$ cat config.mk
export PLATFORM = sky130hd
export DESIGN_NAME = matrix_determinant_top
export DESIGN_NICKNAME = d
export VERILOG_FILES = /design/src/hw/rtl/mdet_pkg.sv /design/src/hw/rtl/mdet_ram.sv /design/src/hw/rtl/mdet_core.sv /design/src/hw/rtl/matrix_determinant_top.sv
export VERILOG_INCLUDE_DIRS = /design/src /design/src/hw/rtl
export SDC_FILE = /design/constraint.sdc
export NUM_CORES = 2
export LEC_CHECK = 0
export ABC_AREA = 1
export BUFFER_PORTS_ARGS = -buffer_cell sky130_fd_sc_hd__clkbuf_2
export CAP_MARGIN = 20
export CORE_MARGIN = 5
export CORE_UTILIZATION = 35
export CTS_CLUSTER_DIAMETER = 150
export DETAILED_ROUTE_END_ITERATION = 10
export PLACE_DENSITY_LB_ADDON = 0.15
export SLEW_MARGIN = 20
export SYNTH_ARGS = -nofsm -noshare
export SYNTH_HDL_FRONTEND = slang
export SYNTH_SLANG_ARGS = --single-unit
$ cat constraint.sdc
create_clock -name clk_i -period 9.3 [get_ports clk_i]
set_input_delay 0.93 -clock clk_i [delete_from_list [all_inputs] [get_ports clk_i]]
set_output_delay 0.93 -clock clk_i [all_outputs]
set_load 0.005 [all_outputs]
$ cat src/hw/rtl/matrix_determinant_top_macros.svh
// assertion helpers for the matrix determinant block
`ifndef MATRIX_DETERMINANT_TOP_MACROS_SVH
`define MATRIX_DETERMINANT_TOP_MACROS_SVH

`ifndef SYNTHESIS
// property holds at every clock edge out of reset
`define MDET_ASSERT(lbl, prop) \
  lbl: assert property (@(posedge clk_i) disable iff (!rst_ni) (prop)) \
    else $error("mdet assertion failed");
// condition never occurs out of reset
`define MDET_NEVER(lbl, cond) \
  lbl: assert property (@(posedge clk_i) disable iff (!rst_ni) !(cond)) \
    else $error("mdet forbidden condition seen");
`else
`define MDET_ASSERT(lbl, prop)
`define MDET_NEVER(lbl, cond)
`endif

`endif

$ cat src/hw/rtl/mdet_pkg.sv
`timescale 1ns / 1ps
package mdet_pkg;

  localparam int MAX_ORDER_DEF = 4;
  localparam int ENTRY_W       = 16;
  localparam int DET_W         = 64;
  localparam int CFG_W         = 4;
  // holds any minor of 16-bit entries up to order 8 without wrap
  localparam int ACC_W         = 136;

  typedef enum logic [2:0] {
    ST_IDLE,
    ST_INIT,
    ST_SCAN,
    ST_MUL,
    ST_WRITE,
    ST_DONE
  } mdet_state_e;

  typedef struct packed {
    logic             busy;
    logic             valid;
    logic [DET_W-1:0] det;
    logic             ovf;
  } mdet_stat_t;

endpackage

$ cat src/hw/rtl/mdet_ram.sv
`timescale 1ns / 1ps
module mdet_ram #(
  parameter int WIDTH = 16,
  parameter int DEPTH = 16,
  localparam int AW   = (DEPTH > 1) ? $clog2(DEPTH) : 1
) (
  input  logic             clk_i,
  input  logic             we_i,
  input  logic [AW-1:0]    waddr_i,
  input  logic [WIDTH-1:0] wdata_i,
  input  logic             re_i,
  input  logic [AW-1:0]    raddr_i,
  output logic [WIDTH-1:0] rdata_o
);

  logic [WIDTH-1:0] mem_q [DEPTH];
  logic [WIDTH-1:0] rdata_q;

  // write port
  always_ff @(posedge clk_i) begin
    if (we_i) begin
      mem_q[waddr_i] <= wdata_i;
    end
  end

  // registered read port
  always_ff @(posedge clk_i) begin
    if (re_i) begin
      rdata_q <= mem_q[raddr_i];
    end
  end

  assign rdata_o = rdata_q;

endmodule

$ cat src/hw/rtl/mdet_core.sv
`timescale 1ns / 1ps
`include "matrix_determinant_top_macros.svh"
module mdet_core #(
  parameter int MAX_ORDER = mdet_pkg::MAX_ORDER_DEF,
  localparam int ORD_W    = $clog2(MAX_ORDER + 1),
  localparam int ST_D     = MAX_ORDER * MAX_ORDER,
  localparam int ST_AW    = (ST_D > 1) ? $clog2(ST_D) : 1
) (
  input  logic                         clk_i,
  input  logic                         rst_ni,
  input  logic                         start_i,
  input  logic [ORD_W-1:0]             order_i,
  output logic                         e_re_o,
  output logic [ST_AW-1:0]             e_raddr_o,
  input  logic [mdet_pkg::ENTRY_W-1:0] e_rdata_i,
  output mdet_pkg::mdet_stat_t         stat_o
);

  localparam int SET_W = MAX_ORDER;
  localparam int SET_D = 1 << MAX_ORDER;
  localparam int SAW   = (SET_D > 1) ? $clog2(SET_D) : 1;
  localparam int ACC_W = mdet_pkg::ACC_W;
  localparam int DET_W = mdet_pkg::DET_W;

  mdet_pkg::mdet_state_e state_q, state_d;
  logic [SET_W-1:0] set_q, set_d;
  logic [ORD_W-1:0] col_q, col_d;
  logic [3:0]       bit_q, bit_d;
  logic             neg_q, neg_d;
  logic [ACC_W-1:0] acc_q, acc_d;

  logic             re;
  logic             m_we;
  logic [SAW-1:0]   m_waddr;
  logic [ACC_W-1:0] m_wdata;
  logic [SAW-1:0]   m_raddr;
  logic [ACC_W-1:0] m_rdata;

  logic [SET_W:0]   full_w;
  logic [SET_W-1:0] full;
  logic             hit;
  logic             col_end;
  logic [ORD_W-1:0] row;
  logic [31:0]      e_idx;
  logic [ACC_W-1:0] shifted;
  logic             sub;
  logic             fits;

  // subset bookkeeping: minors are indexed by their column set
  assign full_w  = ((SET_W + 1)'(1)) << order_i;
  assign full    = SET_W'(full_w - (SET_W + 1)'(1));
  assign hit     = ((set_q >> col_q) & SET_W'(1)) != '0;
  assign col_end = col_q >= order_i;
  assign row     = order_i - ORD_W'($countones(set_q));
  assign e_idx   = 32'(row) * 32'(MAX_ORDER) + 32'(col_q);

  // one shift-add step of entry times minor, msb carries negative weight
  assign shifted = m_rdata << bit_q;
  assign sub     = neg_q ^ (bit_q == 4'd15);
  assign fits    = (&acc_q[ACC_W-1:DET_W-1]) || !(|acc_q[ACC_W-1:DET_W-1]);

  // next state
  always_comb begin
    state_d = state_q;
    unique case (state_q)
      mdet_pkg::ST_IDLE:  if (start_i) state_d = mdet_pkg::ST_INIT;
      mdet_pkg::ST_INIT:  state_d = mdet_pkg::ST_SCAN;
      mdet_pkg::ST_SCAN: begin
        if (col_end) state_d = mdet_pkg::ST_WRITE;
        else if (hit) state_d = mdet_pkg::ST_MUL;
      end
      mdet_pkg::ST_MUL:   if (bit_q == 4'd15) state_d = mdet_pkg::ST_SCAN;
      mdet_pkg::ST_WRITE: begin
        if (set_q == full) state_d = mdet_pkg::ST_DONE;
        else state_d = mdet_pkg::ST_SCAN;
      end
      mdet_pkg::ST_DONE:  state_d = mdet_pkg::ST_IDLE;
      default:            state_d = mdet_pkg::ST_IDLE;
    endcase
  end

  // datapath and memory controls
  always_comb begin
    set_d   = set_q;
    col_d   = col_q;
    bit_d   = bit_q;
    neg_d   = neg_q;
    acc_d   = acc_q;
    re      = 1'b0;
    m_we    = 1'b0;
    m_waddr = '0;
    m_wdata = acc_q;
    m_raddr = SAW'(set_q & ~(SET_W'(1) << col_q));
    unique case (state_q)
      mdet_pkg::ST_INIT: begin
        // empty minor has determinant one
        m_we    = 1'b1;
        m_wdata = ACC_W'(1);
        set_d   = SET_W'(1);
        col_d   = '0;
        neg_d   = 1'b0;
        acc_d   = '0;
      end
      mdet_pkg::ST_SCAN: begin
        if (!col_end) begin
          col_d = col_q + ORD_W'(1);
          if (hit) begin
            re    = 1'b1;
            bit_d = '0;
          end
        end
      end
      mdet_pkg::ST_MUL: begin
        if (e_rdata_i[bit_q]) begin
          acc_d = sub ? (acc_q - shifted) : (acc_q + shifted);
        end
        bit_d = bit_q + 4'd1;
        if (bit_q == 4'd15) neg_d = !neg_q;
      end
      mdet_pkg::ST_WRITE: begin
        m_we    = 1'b1;
        m_waddr = SAW'(set_q);
        if (set_q != full) begin
          set_d = set_q + SET_W'(1);
          col_d = '0;
          neg_d = 1'b0;
          acc_d = '0;
        end
      end
      default: ;
    endcase
  end

  always_ff @(posedge clk_i or negedge rst_ni) begin
    if (!rst_ni) begin
      state_q <= mdet_pkg::ST_IDLE;
    end else begin
      state_q <= state_d;
    end
  end

  always_ff @(posedge clk_i) begin
    set_q <= set_d;
    col_q <= col_d;
    bit_q <= bit_d;
    neg_q <= neg_d;
    acc_q <= acc_d;
  end

  // minor determinant store
  mdet_ram #(
    .WIDTH(ACC_W),
    .DEPTH(SET_D)
  ) u_minor_ram (
    .clk_i  (clk_i),
    .we_i   (m_we),
    .waddr_i(m_waddr),
    .wdata_i(m_wdata),
    .re_i   (re),
    .raddr_i(m_raddr),
    .rdata_o(m_rdata)
  );

  assign e_re_o    = re;
  assign e_raddr_o = ST_AW'(e_idx);

  // result with saturation
  always_comb begin
    stat_o.busy  = state_q != mdet_pkg::ST_IDLE;
    stat_o.valid = state_q == mdet_pkg::ST_DONE;
    stat_o.ovf   = !fits;
    if (fits) stat_o.det = acc_q[DET_W-1:0];
    else if (acc_q[ACC_W-1]) stat_o.det = {1'b1, {(DET_W - 1){1'b0}}};
    else stat_o.det = {1'b0, {(DET_W - 1){1'b1}}};
  end

  `MDET_ASSERT(a_start_idle, start_i |-> state_q == mdet_pkg::ST_IDLE)
  `MDET_ASSERT(a_done_pulse, stat_o.valid |=> !stat_o.valid)
  `MDET_NEVER(a_mul_empty_set, state_q == mdet_pkg::ST_MUL && set_q == '0)

endmodule

$ cat src/hw/rtl/matrix_determinant_top.sv
`timescale 1ns / 1ps
`include "matrix_determinant_top_macros.svh"
// Matrix determinant by cofactor expansion. Entries of an n x n matrix
// (n from matrix_size, 0 read as 1, above MAX_ORDER read as MAX_ORDER) arrive
// in row-major order, one word per cycle while s_axis_tready is high. After
// the last entry the block is busy while one shared shift-add accumulator
// evaluates every column-subset minor from the bottom row up: each of the
// 2^n - 1 subsets takes a scan over the columns, a bitwise shift-add of
// entry times minor for each column it holds and a write, and an init and a
// done state frame the run; the word is valid in the cycle after the last
// busy cycle. The result is saturated to 64 bits and tuser[0] flags
// overflow. A write of matrix_size discards a partly loaded matrix.
module matrix_determinant_top #(
  parameter int MAX_ORDER = mdet_pkg::MAX_ORDER_DEF,
  localparam int ORD_W    = $clog2(MAX_ORDER + 1),
  localparam int ST_D     = MAX_ORDER * MAX_ORDER,
  localparam int ST_AW    = (ST_D > 1) ? $clog2(ST_D) : 1
) (
  input  logic                          clk_i,
  input  logic                          rst_ni,
  input  logic                          cfg_we_i,
  input  logic [mdet_pkg::CFG_W-1:0]    cfg_wdata_i,
  input  logic                          s_axis_tvalid_i,
  output logic                          s_axis_tready_o,
  input  logic [mdet_pkg::ENTRY_W-1:0]  s_axis_tdata_i,  // [15:0] entry_value
  output logic                          m_axis_tvalid_o,
  input  logic                          m_axis_tready_i,
  output logic [mdet_pkg::DET_W-1:0]    m_axis_tdata_o,  // [63:0] determinant
  output logic [0:0]                    m_axis_tuser_o   // [0] overflow
);

  logic [mdet_pkg::CFG_W-1:0] size_q;
  logic [ORD_W-1:0]           order;
  logic [ORD_W-1:0]           row_q, col_q;
  logic                       last_col, last_row, accept, start;
  logic                       out_valid_q;
  logic [mdet_pkg::DET_W-1:0] out_det_q;
  logic                       out_ovf_q;
  logic [31:0]                w_idx;
  logic                       e_re;
  logic [ST_AW-1:0]           e_raddr;
  logic [mdet_pkg::ENTRY_W-1:0] e_rdata;
  mdet_pkg::mdet_stat_t       stat;

  // effective matrix order
  always_comb begin
    priority if (size_q == '0) order = ORD_W'(1);
    else if (32'(size_q) > 32'(MAX_ORDER)) order = ORD_W'(MAX_ORDER);
    else order = ORD_W'(size_q);
  end

  assign last_col        = col_q == order - ORD_W'(1);
  assign last_row        = row_q == order - ORD_W'(1);
  assign s_axis_tready_o = !stat.busy && !(out_valid_q && last_col && last_row);
  assign accept          = s_axis_tvalid_i && s_axis_tready_o;
  assign start           = accept && last_col && last_row;
  assign w_idx           = 32'(row_q) * 32'(MAX_ORDER) + 32'(col_q);

  // size register and load position
  always_ff @(posedge clk_i or negedge rst_ni) begin
    if (!rst_ni) begin
      size_q <= mdet_pkg::CFG_W'(1);
      row_q  <= '0;
      col_q  <= '0;
    end else if (cfg_we_i) begin
      size_q <= cfg_wdata_i;
      row_q  <= '0;
      col_q  <= '0;
    end else if (accept) begin
      if (last_col) begin
        col_q <= '0;
        row_q <= last_row ? '0 : row_q + ORD_W'(1);
      end else begin
        col_q <= col_q + ORD_W'(1);
      end
    end
  end

  // entry store
  mdet_ram #(
    .WIDTH(mdet_pkg::ENTRY_W),
    .DEPTH(ST_D)
  ) u_entry_ram (
    .clk_i  (clk_i),
    .we_i   (accept),
    .waddr_i(ST_AW'(w_idx)),
    .wdata_i(s_axis_tdata_i),
    .re_i   (e_re),
    .raddr_i(e_raddr),
    .rdata_o(e_rdata)
  );

  mdet_core #(
    .MAX_ORDER(MAX_ORDER)
  ) u_core (
    .clk_i    (clk_i),
    .rst_ni   (rst_ni),
    .start_i  (start),
    .order_i  (order),
    .e_re_o   (e_re),
    .e_raddr_o(e_raddr),
    .e_rdata_i(e_rdata),
    .stat_o   (stat)
  );

  // output word register
  always_ff @(posedge clk_i or negedge rst_ni) begin
    if (!rst_ni) begin
      out_valid_q <= 1'b0;
    end else if (stat.valid) begin
      out_valid_q <= 1'b1;
    end else if (m_axis_tready_i) begin
      out_valid_q <= 1'b0;
    end
  end

  always_ff @(posedge clk_i) begin
    if (stat.valid) begin
      out_det_q <= stat.det;
      out_ovf_q <= stat.ovf;
    end
  end

  assign m_axis_tvalid_o   = out_valid_q;
  assign m_axis_tdata_o    = out_det_q;
  assign m_axis_tuser_o[0] = out_ovf_q;

  `MDET_NEVER(a_accept_busy, accept && stat.busy)
  `MDET_NEVER(a_result_clobber, stat.valid && out_valid_q)
  `MDET_ASSERT(a_start_busy, start |=> stat.busy)

endmodule
# Yosys cells after proc, flatten, opt, wreduce, memory -nomap -nowiden
# Memories as Yosys holds them, arrays and structs flattened. A register that Yosys moved wholly into a read port is not among the register bits.
# Index checks and enable logic that the tools add are counted.
# W data, S select, Z words.
# word_totals
regBits	227
ramBits	2432
input_bits	25
out_inout_bits	67
elab_cells	134
memories	2
# classes
n_addsub	15
order_cmp	3
n_eq_ne	17
shifts	4
mux	46
n_bitwise	3
n_reduce_logical	32
# memory_table
name	depth	width	read_ports	rd_clocked_by_memory_dff	wr	line	text
u_core.u_minor_ram.mem_q	16	136	1	1	1	mdet_ram.sv:16	logic [WIDTH-1:0] mem_q [DEPTH];
u_entry_ram.mem_q	16	16	1	1	1	mdet_ram.sv:16	
# ops
cell	count
$mux W136	4
$pmux W136 S3	1
$add A136 B136 Y136	1
$shl A136 B4 Y136	1
$sub A136 B136 Y136	1
$mux W64	2
$reduce_and A73 Y1	1
$reduce_or A73 Y1	1
$mux W3	16
$mux W4	4
$pmux W4 S2	2
$pmux W3 S5	1
$reduce_and A3 Y1	5
$mux W1	13
$reduce_bool A2 Y1	5
$add A3 B1 Y3 const B	3
$pmux W3 S3	1
$reduce_bool A3 Y1	3
$add A4 B1 Y4 const B	2
$add A4 B3 Y4	2
$ne A2 B1 Y1 const B	4
$shl A1 B3 Y4 const A	2
$eq A3 B2 Y1 const B	2
$eq A3 B3 Y1	2
28 further kinds	41

# Longest topological paths before layout
# logic_depth
depth_word	14
mapped_depth	38
mapped_depth_nobuf	35

# Modules after synthesis
# From an unflattened synthesis, not the netlist that was laid out.
# hier_totals
hier_cells	15281
hier_area_um2	139351.1
# by_module_without_submodules
mod	n_inst	cells_each	area_each_um2	seq_area_each_um2
mdet_ram (u_core.u_minor_ram)	1	8261	94184.1	69426.6
mdet_core	1	5785	30969.7	4519.3
mdet_ram (u_entry_ram)	1	1074	11541.1	8167.8
matrix_determinant_top	1	161	2656.3	2228.4

# Worst setup path before layout
# No wires, ideal clock.
# synth_timing
kind	register to register
startpoint	register u_core.col_q[0]
endpoint	register u_core.u_minor_ram.rdata_q[0], in the netlist u_core.u_minor_ram.rdata_o[0] (read register of u_core.u_minor_ram.mem_q), enable pin
setup_ns	0.665
arrival_ns	8.481
t_required_ns	8.635
setup_slack_ns	0.154
path_stages_with_launch	14
path_buffers	2
period_less_slack_ns	9.146
cell_sequence	edfxtp_1 > inv_1 > clkbuf_1 > clkbuf_1 > ha_1 > nor2_1 > inv_1 > a21oi_1 > inv_1 > a21oi_1 > inv_1 > nor2_1 > inv_1 > nor2_1
# synth_between
elab_chain_cells	4
word_cells_on_any_way	8
cone_classes	1 x order compare; 2 x shift; 3 x mux; 2 x bitwise
# synth_rtl
element	line	text
from (decl)	mdet_core.sv:27	logic [ORD_W-1:0] col_q, col_d;
from (signal assigned)	mdet_core.sv:144	col_q <= col_d;
$shr A4 B3 Y1	mdet_core.sv:52	assign hit = ((set_q >> col_q) & SET_W'(1)) != '0;
$mux W1	mdet_core.sv:107	if (hit) begin
$mux W1 (*)	mdet_core.sv:105	if (!col_end) begin
$mux W1 (*)	mdet_core.sv:94	unique case (state_q)
named net e_re	matrix_determinant_top.sv:40	logic e_re;
to (decl)	mdet_ram.sv:17	logic [WIDTH-1:0] rdata_q;
# Mark *: on every way through the listed nets, which the timed path passes. The rest lies on a longest branch.
# A chain may end at the register's enable or synchronous reset.

# Worst setup path in the final report
# layout_timing
startpoint	register u_core.bit_q[0]
endpoint	register u_core.acc_q[102] (data pin)
# layout_between
elab_chain_cells	5
word_cells_on_any_way	8
cone_classes	2 x add/sub; 1 x eq/ne; 1 x shift; 3 x mux; 1 x bitwise
# layout_rtl
element	line	text
from (decl)	mdet_core.sv:28	logic [3:0] bit_q, bit_d;
from (signal assigned)	mdet_core.sv:145	bit_q <= bit_d;
$shl A136 B4 Y136 / $eq A4 B4 Y1 (equally long branches)	mdet_core.sv:58, mdet_core.sv:59	
$add A136 B136 Y136 (tied with other cells)	mdet_core.sv:115	acc_d = sub ? (acc_q - shifted) : (acc_q + shifted);
$mux W136 (*)	mdet_core.sv:115	
$mux W136 (*)	mdet_core.sv:114	if (e_rdata_i[bit_q]) begin
$pmux W136 S3 (*)	mdet_core.sv:94	
to (signal assigned)	mdet_core.sv:147	acc_q <= acc_d;
to (decl)	mdet_core.sv:30	logic [ACC_W-1:0] acc_q, acc_d;
# Every way passes the cells marked *; elsewhere a longest branch is shown, timed or not. The select of a mux whose other input is x is not followed.

==> qor.yml <==
relSlewSlack_pct: 23.24
cp_common_cell: "nand2_1"
regToRegStartpoint: "u_core.bit_q[0]$_SDFFCE_PN0P_"
num_vias: 100043
wl_um: 507100
fp.dieH_um: 622.9
min_period_ps: 8044
grt_pass1_vias: 96786
core-area_um2: 375000
grtUsageTotal_pct: 25.15
wl_met3_um: 31550
rsz0062_at_grt: "false"
syn_avg_cell_area_um2: 10.54
syn-num-nets: 12663
slowest_stage: "o21ai_0"
crit_path_start: "u_core.bit_q[0]$_SDFFCE_PN0P_"
dp_hpwl_um: 333700
start_kind: "flop"
place_congestion: 1.036
multiInputGateArea_um2: 41930
cts-hold-fix-buffers: 1
die_x_um: 622.9
reg2reg_slack_ps: 1260
dr.first_iter.drc_count: 10473
synth-seq-cells: 2811
io_pins: 92
cp.arrival_ps: 8720
synth_area_leaders: "edfxtp_1 64%, nor2_1 7.6%, o21ai_0 5.1%, nand2_1 4.2%, nand3_1 3.0%"
critPathRequiredTime_ps: 9970
final_cell_mix: "2797 x edfxtp_1, 2629 x nor2_1, 1456 x nand2_1"
cts_root_buf: "clkbuf_16"
cp-end-kind: "flop"
holdCritPathClass: "primary input to flop"
crit_type: "flop to flop"
critPathBufInv: 4
final_common_cell: "edfxtp_1"
drc: 0
firstDrtPassIters: 6
htree_levels: 5
numPortBuffers: 91
fmax_mhz: 124.3
cts.clk_slew.worst_paths_ps: 50
wl_met1_um: 221800
endpoint: "u_core.acc_q[102]$_SDFFCE_PN0P_"
drtAntennaViolNets: 0
drive_gt1_share_pct: 7.143
path_max_fanout: 91
syn_inst: 12476
fill_cells: 36478
cp_num_cells: 27
clock_latency_ps: 930
yosysWarnings: 0
outcome: "completed"
yosysTopAreaCell: "edfxtp_1"
synth_cell_types: 62
grt_max_degree: 183
period_share_pct: 86.50
max_cap_violations: 0
slew_violations: 0
core.rowCount: 225
cts_buffers: 321
fin_setup_tns_ps: 0
vias_per_cell: 5.656
ys_seq_area_share_pct: 64.14
seqCellArea_um2: 84340
clkSinkCount: 2811
wl_per_cell_um: 28.67
highest_layer: "met5"
start_util_pct: 35.07
die_area_um2: 388000
finalClockSkew_ps: 67.12
path_delay_family: "simple AND/OR/NAND/NOR gates"
netlist_area_um2: 131500
yosysTopAreaCellShare_pct: 63.87
syn2layout_area_growth_pct: 12.75
grt_overflow: 0
async_flop_share_pct: 0.4980
grt_first_pass_wirelength_um: 713100
cts_tree: "done"
tightest_slew_ps: 1151
ys_dominant_reg_cell: "edfxtp_1"
finalHoldViolCount: 0
antenna_found_initial: 27
r2r-end: "u_core.acc_q[102]$_SDFFCE_PN0P_"
nNetsFinal: 12622
cts_resized: 0
post_cts_buffers: 0
met2WireLength_um: 232600
setup_viol: 0
cts_buffer_depth: 4
synth-edff-count: 2797
reg2reg_depth: 27
crit_path_max_incr_delay_ps: 710
## synth_stat cells, drive strengths merged, types with 6 or more instances
| master | number |
|---|---|
| edfxtp | 2797 |
| o21a | 48 |
| nor4 | 46 |
| nor2 | 2685 |
| nand4 | 68 |
| buf | 146 |
| o32ai | 422 |
| clkbuf | 525 |
| inv | 727 |
| o22ai | 166 |
| mux2i | 96 |
| nand3b | 8 |
| xnor2 | 58 |
| or2 | 6 |
| a211oi | 10 |
| a21o | 12 |
| o21ai | 1366 |
| a21oi | 438 |
| dfrtp | 13 |
| xor2 | 67 |
| nand3 | 797 |
| nor3 | 54 |
| a21boi | 13 |
| nand2 | 1483 |
| o311ai | 18 |
| a31oi | 11 |
| ha | 158 |
| o21bai | 42 |
| o221ai | 112 |
| o211ai | 53 |
## how the worst min path moves through the flow
| stage | start | to | slack, ps | cells past startpoint |
|---|---|---|---|---|
| 5_1_grt | m_axis_tready_i | m_axis_tvalid_o$_DFFE_PN0P_ | 140 | 2 |
| 3_5_place_dp | size_q[2]$_DFFE_PN0P_ | size_q[2]$_DFFE_PN0P_ | 470 | 2 |
| 3_3_place_gp | size_q[0]$_DFFE_PN1P_ | size_q[0]$_DFFE_PN1P_ | 460 | 2 |
| 2_1_floorplan | size_q[3]$_DFFE_PN0P_ | size_q[3]$_DFFE_PN0P_ | 440 | 2 |
| 4_1_cts | m_axis_tready_i | m_axis_tvalid_o$_DFFE_PN0P_ | 100 | 2 |
| 6_report | m_axis_tready_i | m_axis_tvalid_o$_DFFE_PN0P_ | 180 | 2 |
## state kept, by name, indices dropped and copies added, names as in the netlist
register / count
m_axis_tdata_o: 64
u_core.set_q: 4
u_core.neg_q: 1
size_q: 4
m_axis_tuser_o: 1
m_axis_tvalid_o: 1
u_entry_ram.rdata_o: 16
u_core.bit_q: 4
u_core.acc_q: 136
col_q: 3
u_core.u_minor_ram.rdata_o: 136
u_entry_ram.mem_q: 256
u_core.u_minor_ram.mem_q: 2176
u_core.col_q: 3
row_q: 3
u_core.state_q: 3
## worst register-to-register path: cells and delay by family, from the launching register on
kind	cells	cell delay, ps
XOR/XNOR	1	220
AND/OR/NAND/NOR	18	4200
flip-flops	1	640
adder cells (fa/ha/maj)	1	400
buffers and inverters	4	740
AO/OA/AOI/OAI	3	1580
## kinds of logic (layout without fill, tap and decap cells)
family	Yosys count	in the layout	share of synthesized area (%)
AOI/OAI and AO/OA	2723	2723	12.53
and+or+nand+nor	5160	5160	16.02
other	0	10	0
xor gates and xnor gates	125	125	0.8326
DFF	2811	2811	64.14
buffers and inverters	1399	1606	4.180
adders and majority gates	162	162	1.564
muxes	96	96	0.7308
## per-layer routing
metal / up-vias / global-route usage (%)
li1: 44772 / -
met1: 50737 / 35.02
met2: 3771 / 40.22
met3: 759 / 3.487
met4: 4 / 9.031
met5: - / 0
## stage by stage
| stage | instance area, um^2 | hold slack [ps] | cells | util (%) | worst slack [ps] |
|---|---|---|---|---|---|
| after floorplan | 131500 | 442.6 | 12476 | - | 154.3 |
| after global placement | 137800 | 458.2 | 17102 | 36.75 | 315.3 |
| after detailed placement | 137800 | 468.9 | 17104 | 36.75 | 1553 |
| after CTS | 148200 | 95.61 | 17676 | 39.52 | 1531 |
| after global routing | 148200 | 136.1 | 17678 | 39.53 | 1120 |
| final | 148300 | 181.5 | 17687 | 39.54 | 1256 |
## layout make-up
type | count | share of cell area (%)
tap | 4994 | 4.215
timing repair buffer | 307 | 1.723
clock buffer | 379 | 5.622
antenna | 10 | 0.01688
inverter | 728 | 1.873
sequential | 2811 | 56.89
multi-input combinational | 8266 | 28.28
clock inverter | 192 | 1.378
Power is left out: the tool's default activity adds up to more than one toggle a clock period on the data nets, which glitch-free logic cannot reach.
